File: src/hdl/egr_pkg.sv
// Shared constants, types and the constant root table of the exponential gain ramp.
// Used by egr_div, exponential_gain_ramp_top and the testbench; depends on nothing.
package egr_pkg;

	localparam int LFRAC = 30;
	localparam int NUM_W = 36;
	localparam int DEN_W = 16;
	localparam int BLOCK_SAMPLES_DEF = 128;

	localparam logic [31:0] GAIN_ONE   = 32'd16777216;
	localparam logic [31:0] GAIN_FLOOR = 32'd168;
	localparam logic [47:0] STEP_ONE   = 48'h0001_0000_0000;
	localparam logic [47:0] STEP_MAX   = 48'hFFFF_FFFF_FFFF;

	typedef enum logic {
		CFG_TARGET_GAIN = 1'b0,
		CFG_RAMP_LENGTH = 1'b1
	} cfg_idx_t;

	typedef logic [31:0] roots_t [0:LFRAC];

	function automatic logic [63:0] isqrt64(input logic [63:0] v_in);
		logic [63:0] v;
		logic [63:0] r;
		logic [63:0] b;
		v = v_in;
		r = '0;
		b = 64'h4000_0000_0000_0000;
		for (int i = 0; i < 32; i++) begin
			if (v >= r + b) begin
				v = v - (r + b);
				r = (r >> 1) + b;
			end else begin
				r = r >> 1;
			end
			b = b >> 2;
		end
		return r;
	endfunction

	// Roots of two in Q2.30: entry i is 2^(2^-i)
	function automatic roots_t gen_roots();
		roots_t t;
		logic [63:0] w;
		t[0] = 32'h8000_0000;
		for (int i = 1; i <= LFRAC; i++) begin
			w = isqrt64({32'd0, t[i-1]} << LFRAC);
			t[i] = w[31:0];
		end
		return t;
	endfunction

	localparam roots_t ROOTS = gen_roots();

endpackage

File: src/hdl/exponential_gain_ramp_top.sv
// Top level of the exponential gain ramp: sequencer, ramp state and ports.
// Depends on egr_pkg, egr_mul and egr_div.
//
// Each accepted sample is multiplied by the current Q8.24 gain, rounded half away
// from zero and saturated to 16 bits; the gain then takes one multiplicative ramp
// step. All products go through one shared 32x32 multiplier. At a block start
// (or an absent block, func=1) a new ramp may begin: its step is found by two
// 30-pass log2 squarings, a division by the ramp length and up to 30 root
// multiplies for exp2. An absent block advances the ramp by up to BLOCK_SAMPLES
// steps and gives no result. The input is ready only while the sequencer idles;
// a finished result sits in the output register and does not hold off the next
// transfer on the input side. Write configuration only while no item is in
// flight; it is sampled only at block starts and absent blocks.
module exponential_gain_ramp_top
	import egr_pkg::*;
#(
	parameter int BLOCK_SAMPLES = BLOCK_SAMPLES_DEF
) (
	input  logic               clk,
	input  logic               arst_n,
	input  logic               in_valid,
	output logic               in_ready,
	input  logic               func,
	input  logic signed [15:0] sample_in,
	input  logic               block_start,
	output logic               out_valid,
	input  logic               out_ready,
	output logic signed [15:0] sample_out,
	input  logic               cfg_valid,
	output logic               cfg_ready,
	input  logic               cfg_index,
	input  logic [31:0]        cfg_data
);

	localparam int CNT_W = $clog2(BLOCK_SAMPLES + 1);

	typedef enum logic [4:0] {
		S_IDLE, S_BEGIN, S_LOG_NORM, S_LOG_SQ, S_LOG_ACC, S_DIV_START, S_DIV_WAIT,
		S_EXP_INIT, S_EXP_ISSUE, S_EXP_ACC, S_EXP_FIN, S_ADV, S_GM1, S_GM2, S_GM3,
		S_SAMPLE_CHK, S_SCALE, S_OUT
	} state_t;

	state_t state_q;

	// configuration and ramp state
	logic [31:0] target_q;
	logic [15:0] len_q;
	logic [31:0] gain_q;
	logic [47:0] step_q;
	logic [15:0] left_q;
	logic [31:0] goal_q;
	logic        mute_q;

	// item and working registers
	logic               func_q;
	logic signed [15:0] samp_q;
	logic [31:0]        x_q;
	logic               lsel_q;
	logic [30:0]        m_q;
	logic [5:0]         p_q;
	logic [29:0]        frac_q;
	logic [4:0]         it_q;
	logic signed [36:0] le_q;
	logic signed [36:0] d_q;
	logic [31:0]        r_q;
	logic signed [6:0]  k_q;
	logic [29:0]        f_q;
	logic [31:0]        lo_q;
	logic [CNT_W-1:0]   cnt_q;
	logic signed [15:0] ypend_q;
	logic               out_valid_q;
	logic signed [15:0] out_q;

	// shared multiplier
	logic [31:0] mul_a;
	logic [31:0] mul_b;
	logic [63:0] mul_p;

	egr_mul u_mul (.clk(clk), .a(mul_a), .b(mul_b), .p(mul_p));

	// divider
	logic             div_start;
	logic [NUM_W-1:0] div_num;
	logic             div_done;
	logic [NUM_W-1:0] div_quo;

	egr_div u_div (
		.clk(clk), .arst_n(arst_n), .start(div_start), .num(div_num),
		.den(len_q), .done(div_done), .quo(div_quo)
	);

	// combinational helpers
	logic [5:0]         msb;
	logic [30:0]        norm_m;
	logic [31:0]        sq_t;
	logic [NUM_W-1:0]   d_mag;
	logic signed [36:0] y_val;
	logic signed [7:0]  sh;
	logic [47:0]        exp_step;
	logic [16:0]        s_abs;
	logic [25:0]        sc_q;
	logic signed [15:0] sc_y;
	logic [63:0]        lo_sum;
	logic [48:0]        gm_v;
	logic [31:0]        gm_sat;
	logic               ret_true;
	logic [31:0]        ge;
	logic [31:0]        gs;

	assign in_ready   = (state_q == S_IDLE);
	assign cfg_ready  = 1'b1;
	assign out_valid  = out_valid_q;
	assign sample_out = out_q;

	always_comb begin
		msb = '0;
		for (int i = 0; i < 32; i++) begin
			if (x_q[i]) msb = 6'(i);
		end
	end

	always_comb begin
		if (msb >= 6'd30) norm_m = 31'(x_q >> (msb - 6'd30));
		else              norm_m = 31'(x_q << (6'd30 - msb));
	end

	assign sq_t    = mul_p[61:30];
	assign d_mag   = d_q[36] ? NUM_W'(-d_q) : NUM_W'(d_q);
	assign div_num = d_mag + NUM_W'(len_q >> 1);
	assign y_val   = d_q[36] ? -$signed({1'b0, div_quo}) : $signed({1'b0, div_quo});
	assign sh      = 8'(k_q) + 8'sd2;

	always_comb begin
		if (sh >= 8'sd18)     exp_step = STEP_MAX;
		else if (sh >= 8'sd0) exp_step = {16'd0, r_q} << sh[4:0];
		else                  exp_step = {16'd0, r_q} >> 6'(-sh);
	end

	assign s_abs = samp_q[15] ? 17'(-{samp_q[15], samp_q}) : 17'({1'b0, samp_q});
	assign sc_q  = 26'((mul_p[48:0] + 49'h80_0000) >> 24);

	always_comb begin
		if (samp_q[15]) sc_y = (sc_q >= 26'd32768) ? -16'sd32768 : -$signed(sc_q[15:0]);
		else            sc_y = (sc_q >= 26'd32767) ? 16'sd32767 : $signed(sc_q[15:0]);
	end

	assign lo_sum = mul_p + 64'h8000_0000;
	assign gm_v   = mul_p[48:0] + 49'(lo_q);
	assign gm_sat = gm_v[48:32] != '0 ? 32'hFFFF_FFFF : gm_v[31:0];

	assign ret_true = (gain_q == target_q);
	assign ge       = (target_q != '0) ? target_q : GAIN_FLOOR;
	assign gs       = (gain_q != '0) ? gain_q : GAIN_FLOOR;
	assign div_start = (state_q == S_DIV_START);

	always_comb begin
		mul_a = '0;
		mul_b = '0;
		unique case (state_q)
			S_LOG_SQ: begin
				mul_a = {1'b0, m_q};
				mul_b = {1'b0, m_q};
			end
			S_EXP_ISSUE: begin
				mul_a = r_q;
				mul_b = ROOTS[it_q + 5'd1];
			end
			S_GM1: begin
				mul_a = gain_q;
				mul_b = step_q[31:0];
			end
			S_GM2: begin
				mul_a = gain_q;
				mul_b = {16'd0, step_q[47:32]};
			end
			S_SAMPLE_CHK: begin
				mul_a = 32'(s_abs);
				mul_b = gain_q;
			end
			default: ;
		endcase
	end

	always_ff @(posedge clk or negedge arst_n) begin
		if (!arst_n) begin
			state_q     <= S_IDLE;
			target_q    <= GAIN_ONE;
			len_q       <= '0;
			gain_q      <= GAIN_ONE;
			step_q      <= STEP_ONE;
			left_q      <= '0;
			goal_q      <= GAIN_ONE;
			mute_q      <= 1'b0;
			out_valid_q <= 1'b0;
			it_q        <= '0;
			cnt_q       <= '0;
			lsel_q      <= 1'b0;
		end else begin
			if (cfg_valid && cfg_ready) begin
				unique case (cfg_idx_t'(cfg_index))
					CFG_TARGET_GAIN: target_q <= cfg_data;
					CFG_RAMP_LENGTH: len_q    <= cfg_data[15:0];
					default: ;
				endcase
			end
			// load a new result when the register frees up; drop the held one once it transfers
			if (state_q == S_OUT && (!out_valid_q || out_ready)) begin
				out_valid_q <= 1'b1;
			end else if (out_ready) begin
				out_valid_q <= 1'b0;
			end

			unique case (state_q)
				S_IDLE: begin
					if (in_valid) begin
						func_q  <= func;
						samp_q  <= sample_in;
						state_q <= (func || block_start) ? S_BEGIN : S_SAMPLE_CHK;
					end
				end
				S_BEGIN: begin
					// mute a sample block that starts with gain and target both zero
					mute_q <= ret_true && !func_q && (gain_q == '0);
					cnt_q  <= '0;
					if (ret_true) begin
						left_q <= '0;
						if (func_q) begin
							state_q <= S_IDLE;
						end else begin
							state_q <= S_SAMPLE_CHK;
						end
					end else if (left_q == '0 || target_q != goal_q) begin
						goal_q <= target_q;
						if (len_q == '0) begin
							gain_q  <= target_q;
							step_q  <= STEP_ONE;
							left_q  <= '0;
							state_q <= func_q ? S_ADV : S_SAMPLE_CHK;
						end else begin
							if (gain_q == '0) gain_q <= GAIN_FLOOR;
							left_q  <= len_q;
							x_q     <= ge;
							lsel_q  <= 1'b0;
							state_q <= S_LOG_NORM;
						end
					end else begin
						state_q <= func_q ? S_ADV : S_SAMPLE_CHK;
					end
				end
				S_LOG_NORM: begin
					m_q     <= norm_m;
					p_q     <= msb;
					it_q    <= '0;
					state_q <= S_LOG_SQ;
				end
				S_LOG_SQ: state_q <= S_LOG_ACC;
				S_LOG_ACC: begin
					m_q    <= sq_t[31] ? sq_t[31:1] : sq_t[30:0];
					frac_q <= {frac_q[28:0], sq_t[31]};
					if (it_q == 5'd29) begin
						if (!lsel_q) begin
							le_q    <= {7'(p_q) - 7'sd24, frac_q[28:0], sq_t[31]};
							x_q     <= gs;
							lsel_q  <= 1'b1;
							state_q <= S_LOG_NORM;
						end else begin
							d_q     <= le_q - {7'(p_q) - 7'sd24, frac_q[28:0], sq_t[31]};
							state_q <= S_DIV_START;
						end
					end else begin
						it_q    <= it_q + 5'd1;
						state_q <= S_LOG_SQ;
					end
				end
				S_DIV_START: state_q <= S_DIV_WAIT;
				S_DIV_WAIT: if (div_done) state_q <= S_EXP_INIT;
				S_EXP_INIT: begin
					k_q     <= y_val[36:30];
					f_q     <= y_val[29:0];
					r_q     <= 32'h4000_0000;
					it_q    <= '0;
					state_q <= S_EXP_ISSUE;
				end
				S_EXP_ISSUE: begin
					if (f_q[5'd29 - it_q]) begin
						state_q <= S_EXP_ACC;
					end else if (it_q == 5'd29) begin
						state_q <= S_EXP_FIN;
					end else begin
						it_q <= it_q + 5'd1;
					end
				end
				S_EXP_ACC: begin
					r_q <= mul_p[61:30];
					if (it_q == 5'd29) begin
						state_q <= S_EXP_FIN;
					end else begin
						it_q    <= it_q + 5'd1;
						state_q <= S_EXP_ISSUE;
					end
				end
				S_EXP_FIN: begin
					step_q  <= exp_step;
					state_q <= func_q ? S_ADV : S_SAMPLE_CHK;
				end
				S_ADV: begin
					if (cnt_q == CNT_W'(BLOCK_SAMPLES) || left_q == '0) state_q <= S_IDLE;
					else                                               state_q <= S_GM1;
				end
				S_GM1: state_q <= S_GM2;
				S_GM2: begin
					lo_q    <= lo_sum[63:32];
					state_q <= S_GM3;
				end
				S_GM3: begin
					// advance one ramp step; land exactly on the goal at the end
					left_q <= left_q - 16'd1;
					gain_q <= (left_q == 16'd1) ? goal_q : gm_sat;
					if (func_q) begin
						cnt_q   <= cnt_q + 1'b1;
						state_q <= S_ADV;
					end else begin
						state_q <= S_OUT;
					end
				end
				S_SAMPLE_CHK: state_q <= mute_q ? S_IDLE : S_SCALE;
				S_SCALE: begin
					ypend_q <= sc_y;
					state_q <= (left_q != '0) ? S_GM1 : S_OUT;
				end
				S_OUT: begin
					// hold until the output register is free
					if (!out_valid_q || out_ready) begin
						out_q   <= ypend_q;
						state_q <= S_IDLE;
					end
				end
				default: state_q <= S_IDLE;
			endcase
		end
	end

	a_land_on_goal: assert property (@(posedge clk) disable iff (!arst_n)
		(state_q == S_GM3 && left_q == 16'd1) |=> (gain_q == goal_q && left_q == '0))
		else $error("ramp did not land on goal");

	a_div_done_wait: assert property (@(posedge clk) disable iff (!arst_n)
		div_done |-> (state_q == S_DIV_WAIT))
		else $error("divider finished outside its wait state");

	a_mute_no_result: assert property (@(posedge clk) disable iff (!arst_n)
		(state_q == S_SAMPLE_CHK && mute_q) |=> (state_q == S_IDLE))
		else $error("muted sample went on to scaling");

	a_adv_bound: assert property (@(posedge clk) disable iff (!arst_n)
		(state_q == S_ADV) |-> (cnt_q <= CNT_W'(BLOCK_SAMPLES)))
		else $error("absent block advanced too far");

endmodule

File: src/hdl/egr_mul.sv
// Shared 32x32 unsigned multiplier with a registered product.
// Depends on nothing outside this file.
module egr_mul (
	input  logic        clk,
	input  logic [31:0] a,
	input  logic [31:0] b,
	output logic [63:0] p
);

	logic [63:0] p_q;

	always_ff @(posedge clk) begin
		p_q <= 64'(a) * 64'(b);
	end

	assign p = p_q;

endmodule

File: src/hdl/egr_div.sv
// Restoring divider, one quotient bit per cycle.
// Depends on egr_pkg for operand widths.
module egr_div
	import egr_pkg::*;
(
	input  logic             clk,
	input  logic             arst_n,
	input  logic             start,
	input  logic [NUM_W-1:0] num,
	input  logic [DEN_W-1:0] den,
	output logic             done,
	output logic [NUM_W-1:0] quo
);

	localparam int CNT_W = $clog2(NUM_W + 1);

	logic             busy_q;
	logic             done_q;
	logic [CNT_W-1:0] cnt_q;
	logic [DEN_W-1:0] rem_q;
	logic [NUM_W-1:0] quo_q;
	logic [DEN_W:0]   trial;
	logic             fits;

	assign trial = {rem_q, quo_q[NUM_W-1]};
	assign fits  = (trial >= {1'b0, den});

	always_ff @(posedge clk or negedge arst_n) begin
		if (!arst_n) begin
			busy_q <= 1'b0;
			done_q <= 1'b0;
			cnt_q  <= '0;
		end else begin
			done_q <= 1'b0;
			if (start) begin
				busy_q <= 1'b1;
				cnt_q  <= '0;
			end else if (busy_q) begin
				cnt_q <= cnt_q + 1'b1;
				if (cnt_q == CNT_W'(NUM_W - 1)) begin
					busy_q <= 1'b0;
					done_q <= 1'b1;
				end
			end
		end
	end

	always_ff @(posedge clk) begin
		if (start) begin
			rem_q <= '0;
			quo_q <= num;
		end else if (busy_q) begin
			rem_q <= fits ? DEN_W'(trial - {1'b0, den}) : trial[DEN_W-1:0];
			quo_q <= {quo_q[NUM_W-2:0], fits};
		end
	end

	assign done = done_q;
	assign quo  = quo_q;

endmodule

File: config.mk
export PLATFORM = sky130hd
export DESIGN_NAME = exponential_gain_ramp_top
export DESIGN_NICKNAME = d
export VERILOG_FILES = /design/src/hdl/egr_pkg.sv /design/src/hdl/exponential_gain_ramp_top.sv /design/src/hdl/egr_mul.sv /design/src/hdl/egr_div.sv
export SDC_FILE = /design/constraint.sdc
export NUM_CORES = 2
export LEC_CHECK = 0
export ABC_AREA = 1
export BUFFER_PORTS_ARGS = -buffer_cell sky130_fd_sc_hd__buf_2
export CORE_MARGIN = 2
export CORE_UTILIZATION = 45
export CTS_CLUSTER_SIZE = 14
export DETAILED_ROUTE_END_ITERATION = 8
export GPL_ROUTABILITY_DRIVEN = 0
export GPL_TIMING_DRIVEN = 0
export SLEW_MARGIN = 30
export SYNTH_ARGS = -nofsm -noshare
export SYNTH_HDL_FRONTEND = slang
export SYNTH_SLANG_ARGS = --single-unit
File: constraint.sdc
create_clock -name clk -period 8.4 [get_ports clk]
set_input_delay 0.84 -clock clk [delete_from_list [all_inputs] [get_ports clk]]
set_output_delay 0.84 -clock clk [all_outputs]
set_load 0.05 [all_outputs]
==> results.toml <==
[status]
status = "finished with violations"
violations = "design-rule violations, negative setup slack"

[power_and_ir_drop]
p_per_area_nw_per_um2 = 277
ir_worst_vdd_mv = 0.206
p_leak_nw = 41.5

[synth]
syn_area_um2 = 75700
async_reset_ff_frac = 0.320
syn_nets = 11003
synth_warnings = 0
synth_area_per_cell_um2 = 7.85
ys.flop_type = "edfxtp_1"
ys_ff_latch = 641
synth_cell_type_count = 89
synth_edf_count = 356
ys_seq_area_frac = 0.230
synthCells = 9649

[setup_path]
critical_path.most_common_cell = "fa_1"
reg2reg_slack_ns = -1.10
slowest_delay_ns = 0.65
cp_slowest_cell = "fa_2"
worstPathArrival_ns = 10.05
cp-end-kind = "flop"
crit_required_ns = 8.95
critical_path_class = "flop to flop"
start_kind = "flop"
critPathMaxFanout = 8

[placement]
dpl_cell_area_um2 = 80100
dp_cells = 11980
dp_hpwl_mm = 241
io_buffers = 73

[min_path]
min_path_type = "input port to asynchronous set/reset pin"

[cts]
clockBufferDepth = 3
cts-root-buf = "clkbuf_16"
cts_tree = "built"
cts_buffers = 61
clock-sinks = 641
clk_pin_slew_ns = 0.07
h-tree-depth = 2
clock_latency_ns = 0.71

[timing]
worstMarginPinSlew_ns = 1.16
relSlewSlack = 0.225
min_period_ns = 9.50
hold_viol_final = 0
final-max-slew-violation-count = 0
fin_worst_skew_ns = 0.0408
whs_ns = 0.0384
finalCritPeriodShare = 1.13
rsz0062_at_grt = "true"
setup_ws_ns = -1.10
finalSetupTns_ns = -24.44
setup_viol = 40
max_freq_ghz = 0.105

[cells_and_area]
drive_gt1_frac = 0.115
mostFrequentLayoutCells = "1788 x nand2_1, 1787 x inv_1, 980 x nor2_1"
final_common_cell = "nand2_1"
area_delta_synth_final_pct = 14.4
fin_cells = 12279
fin_area_um2 = 86600
fin_util = 0.518
nNetsFinal = 11372

[floorplan]
core_area_um2 = 167000
row_count = 150
chipWidth_um = 414
initial_core_util = 0.453
fp.dieH_um = 414
pin_count = 75
die_area_um2 = 172000

[global_route]
grt_pass1_vias = 69445
grt_max_degree = 84
antenna_found_initial = 15
grt_overflow = 0
grtUsageTotal = 0.342
grt_pass1_wl_mm = 439

[routing]
wirelength_mm = 299
ant_nets = 0
drt_iter0_drc = 9977
vias = 71008
route.detailed.drc = 394
wire_per_inst_um = 24.4
drt-vias-per-instance = 5.78
dr.pass1.iters = 9

[run]
drv_cap = 0
-- layout make-up --
class	instances	area (µm²)
Sequential cell	641	17400
Tap cell	2204	2760
Antenna cell	4	10.0
Fill cell	15822	80600
Timing Repair Buffer	310	2630
Clock inverter	27	245
Buffer	426	2770
Inverter	1890	7250
Clock buffer	89	1880
Multi-Input combinational cell	6688	51700
-- metal layers --
metal / vias to the layer above / wire, µm / track usage
met5: - / 494 / 0.0106
met4: 22 / 25000 / 0.210
met3: 1185 / 37600 / 0.109
met2: 4318 / 122000 / 0.494
met1: 34436 / 114000 / 0.443
li1: 31047 / - / -
-- worst max-delay path, delay by kind of cell, from the launching register on --
family | cells | cell delay, ns
buffers and inverters | 12 | 1.11
AOI/OAI and AO/OA | 8 | 1.42
DFF | 1 | 0.53
and+or+nand+nor | 13 | 1.17
xor gates and xnor gates | 1 | 0.16
adders and majority gates | 11 | 4.97
-- registers in the layout (all words and copies together), names as in the netlist, 16 cells and up --
signal,count
x_q,32
gain_q,32
samp_q,16
u_div.rem_q,16
le_q,36
d_q,37
target_q,32
lo_q,32
step_q,48
r_q,32
u_div.quo,36
f_q,30
len_q,16
left_q,16
ypend_q,16
frac_q,29
sample_out,16
goal_q,32
m_q,31
u_mul.p,64
-- what timing repair did --
item	in CTS	in global routing
pin swaps	136	138
hold buffers	0	0
endpoints found under the hold margin	0	0
buffers inserted	116	67
resized for setup	627	223
setup endpoints to repair	52	42
gates cloned	2	0
-- logic make-up after synthesis --
| group | share of synthesized area |
|---|---|
| XOR/XNOR | 0.0413 |
| flip-flops | 0.230 |
| multiplexers | 0.00259 |
| other | 0.0000495 |
| adder cells (fa/ha/maj) | 0.304 |
| AND/OR/NAND/NOR | 0.202 |
| AO/OA/AOI/OAI | 0.104 |
| buffers and inverters | 0.116 |
-- report_power, final --
group          total, mW  switching (mW)  leakage (nW)  internal [mW]
Clock               2.95            1.33          1.06           1.62
Sequential          5.18           0.938          6.43           4.24
Combinational       15.9            10.6          34.0           5.33
-- per-stage QoR --
step | total power [mW] | setup slack (ns)
floorplan | 13.2 | 0.0152
global placement | 18.3 | -3.94
detailed placement | 18.6 | -2.93
CTS | 22.8 | -0.836
global route | 25.1 | -1.36
finish | 24.0 | -1.10
-- cell usage after synthesis (32+ instances only) --
library cell / number / area, µm²
nor4_1: 43 / 269
a31oi_1: 53 / 332
dfrtp_1: 201 / 5030
edfxtp_1: 356 / 10700
o22ai_1: 32 / 200
a21oi_1: 415 / 2080
xnor2_1: 117 / 1020
a221oi_1: 39 / 342
o21ai_0: 509 / 2550
buf_1: 44 / 165
ha_1: 398 / 4980
nand2_1: 1847 / 6930
nand4_1: 94 / 588
nor2_1: 1027 / 3850
clkinv_1: 36 / 135
clkbuf_1: 358 / 1340
nor3_1: 100 / 500
fa_1: 900 / 18000
o21ai_1: 32 / 160
nand3_1: 458 / 2290
o211ai_1: 52 / 390
xor2_1: 233 / 2040
dfxtp_1: 80 / 1600
inv_1: 1837 / 6900
-- worst paths after layout --
kind                       cells past startpoint            startpoint                 endpoint
max in group asynchronous                      3                arst_n      it_q[1]$_DFFE_PN0P_
max                                           45   it_q[0]$_DFFE_PN0P_      u_mul.p[63]$_DFF_P_
min reg2reg                                    0  ypend_q[0]$_DFFE_PP_  sample_out[0]$_DFFE_PP_
min                                            1                arst_n     len_q[3]$_DFFE_PN0P_
min in group clk                               1          sample_in[5]      samp_q[5]$_DFFE_PP_
max reg2reg                                   45   it_q[0]$_DFFE_PN0P_      u_mul.p[63]$_DFF_P_
(Power assumes the default switching activity.)
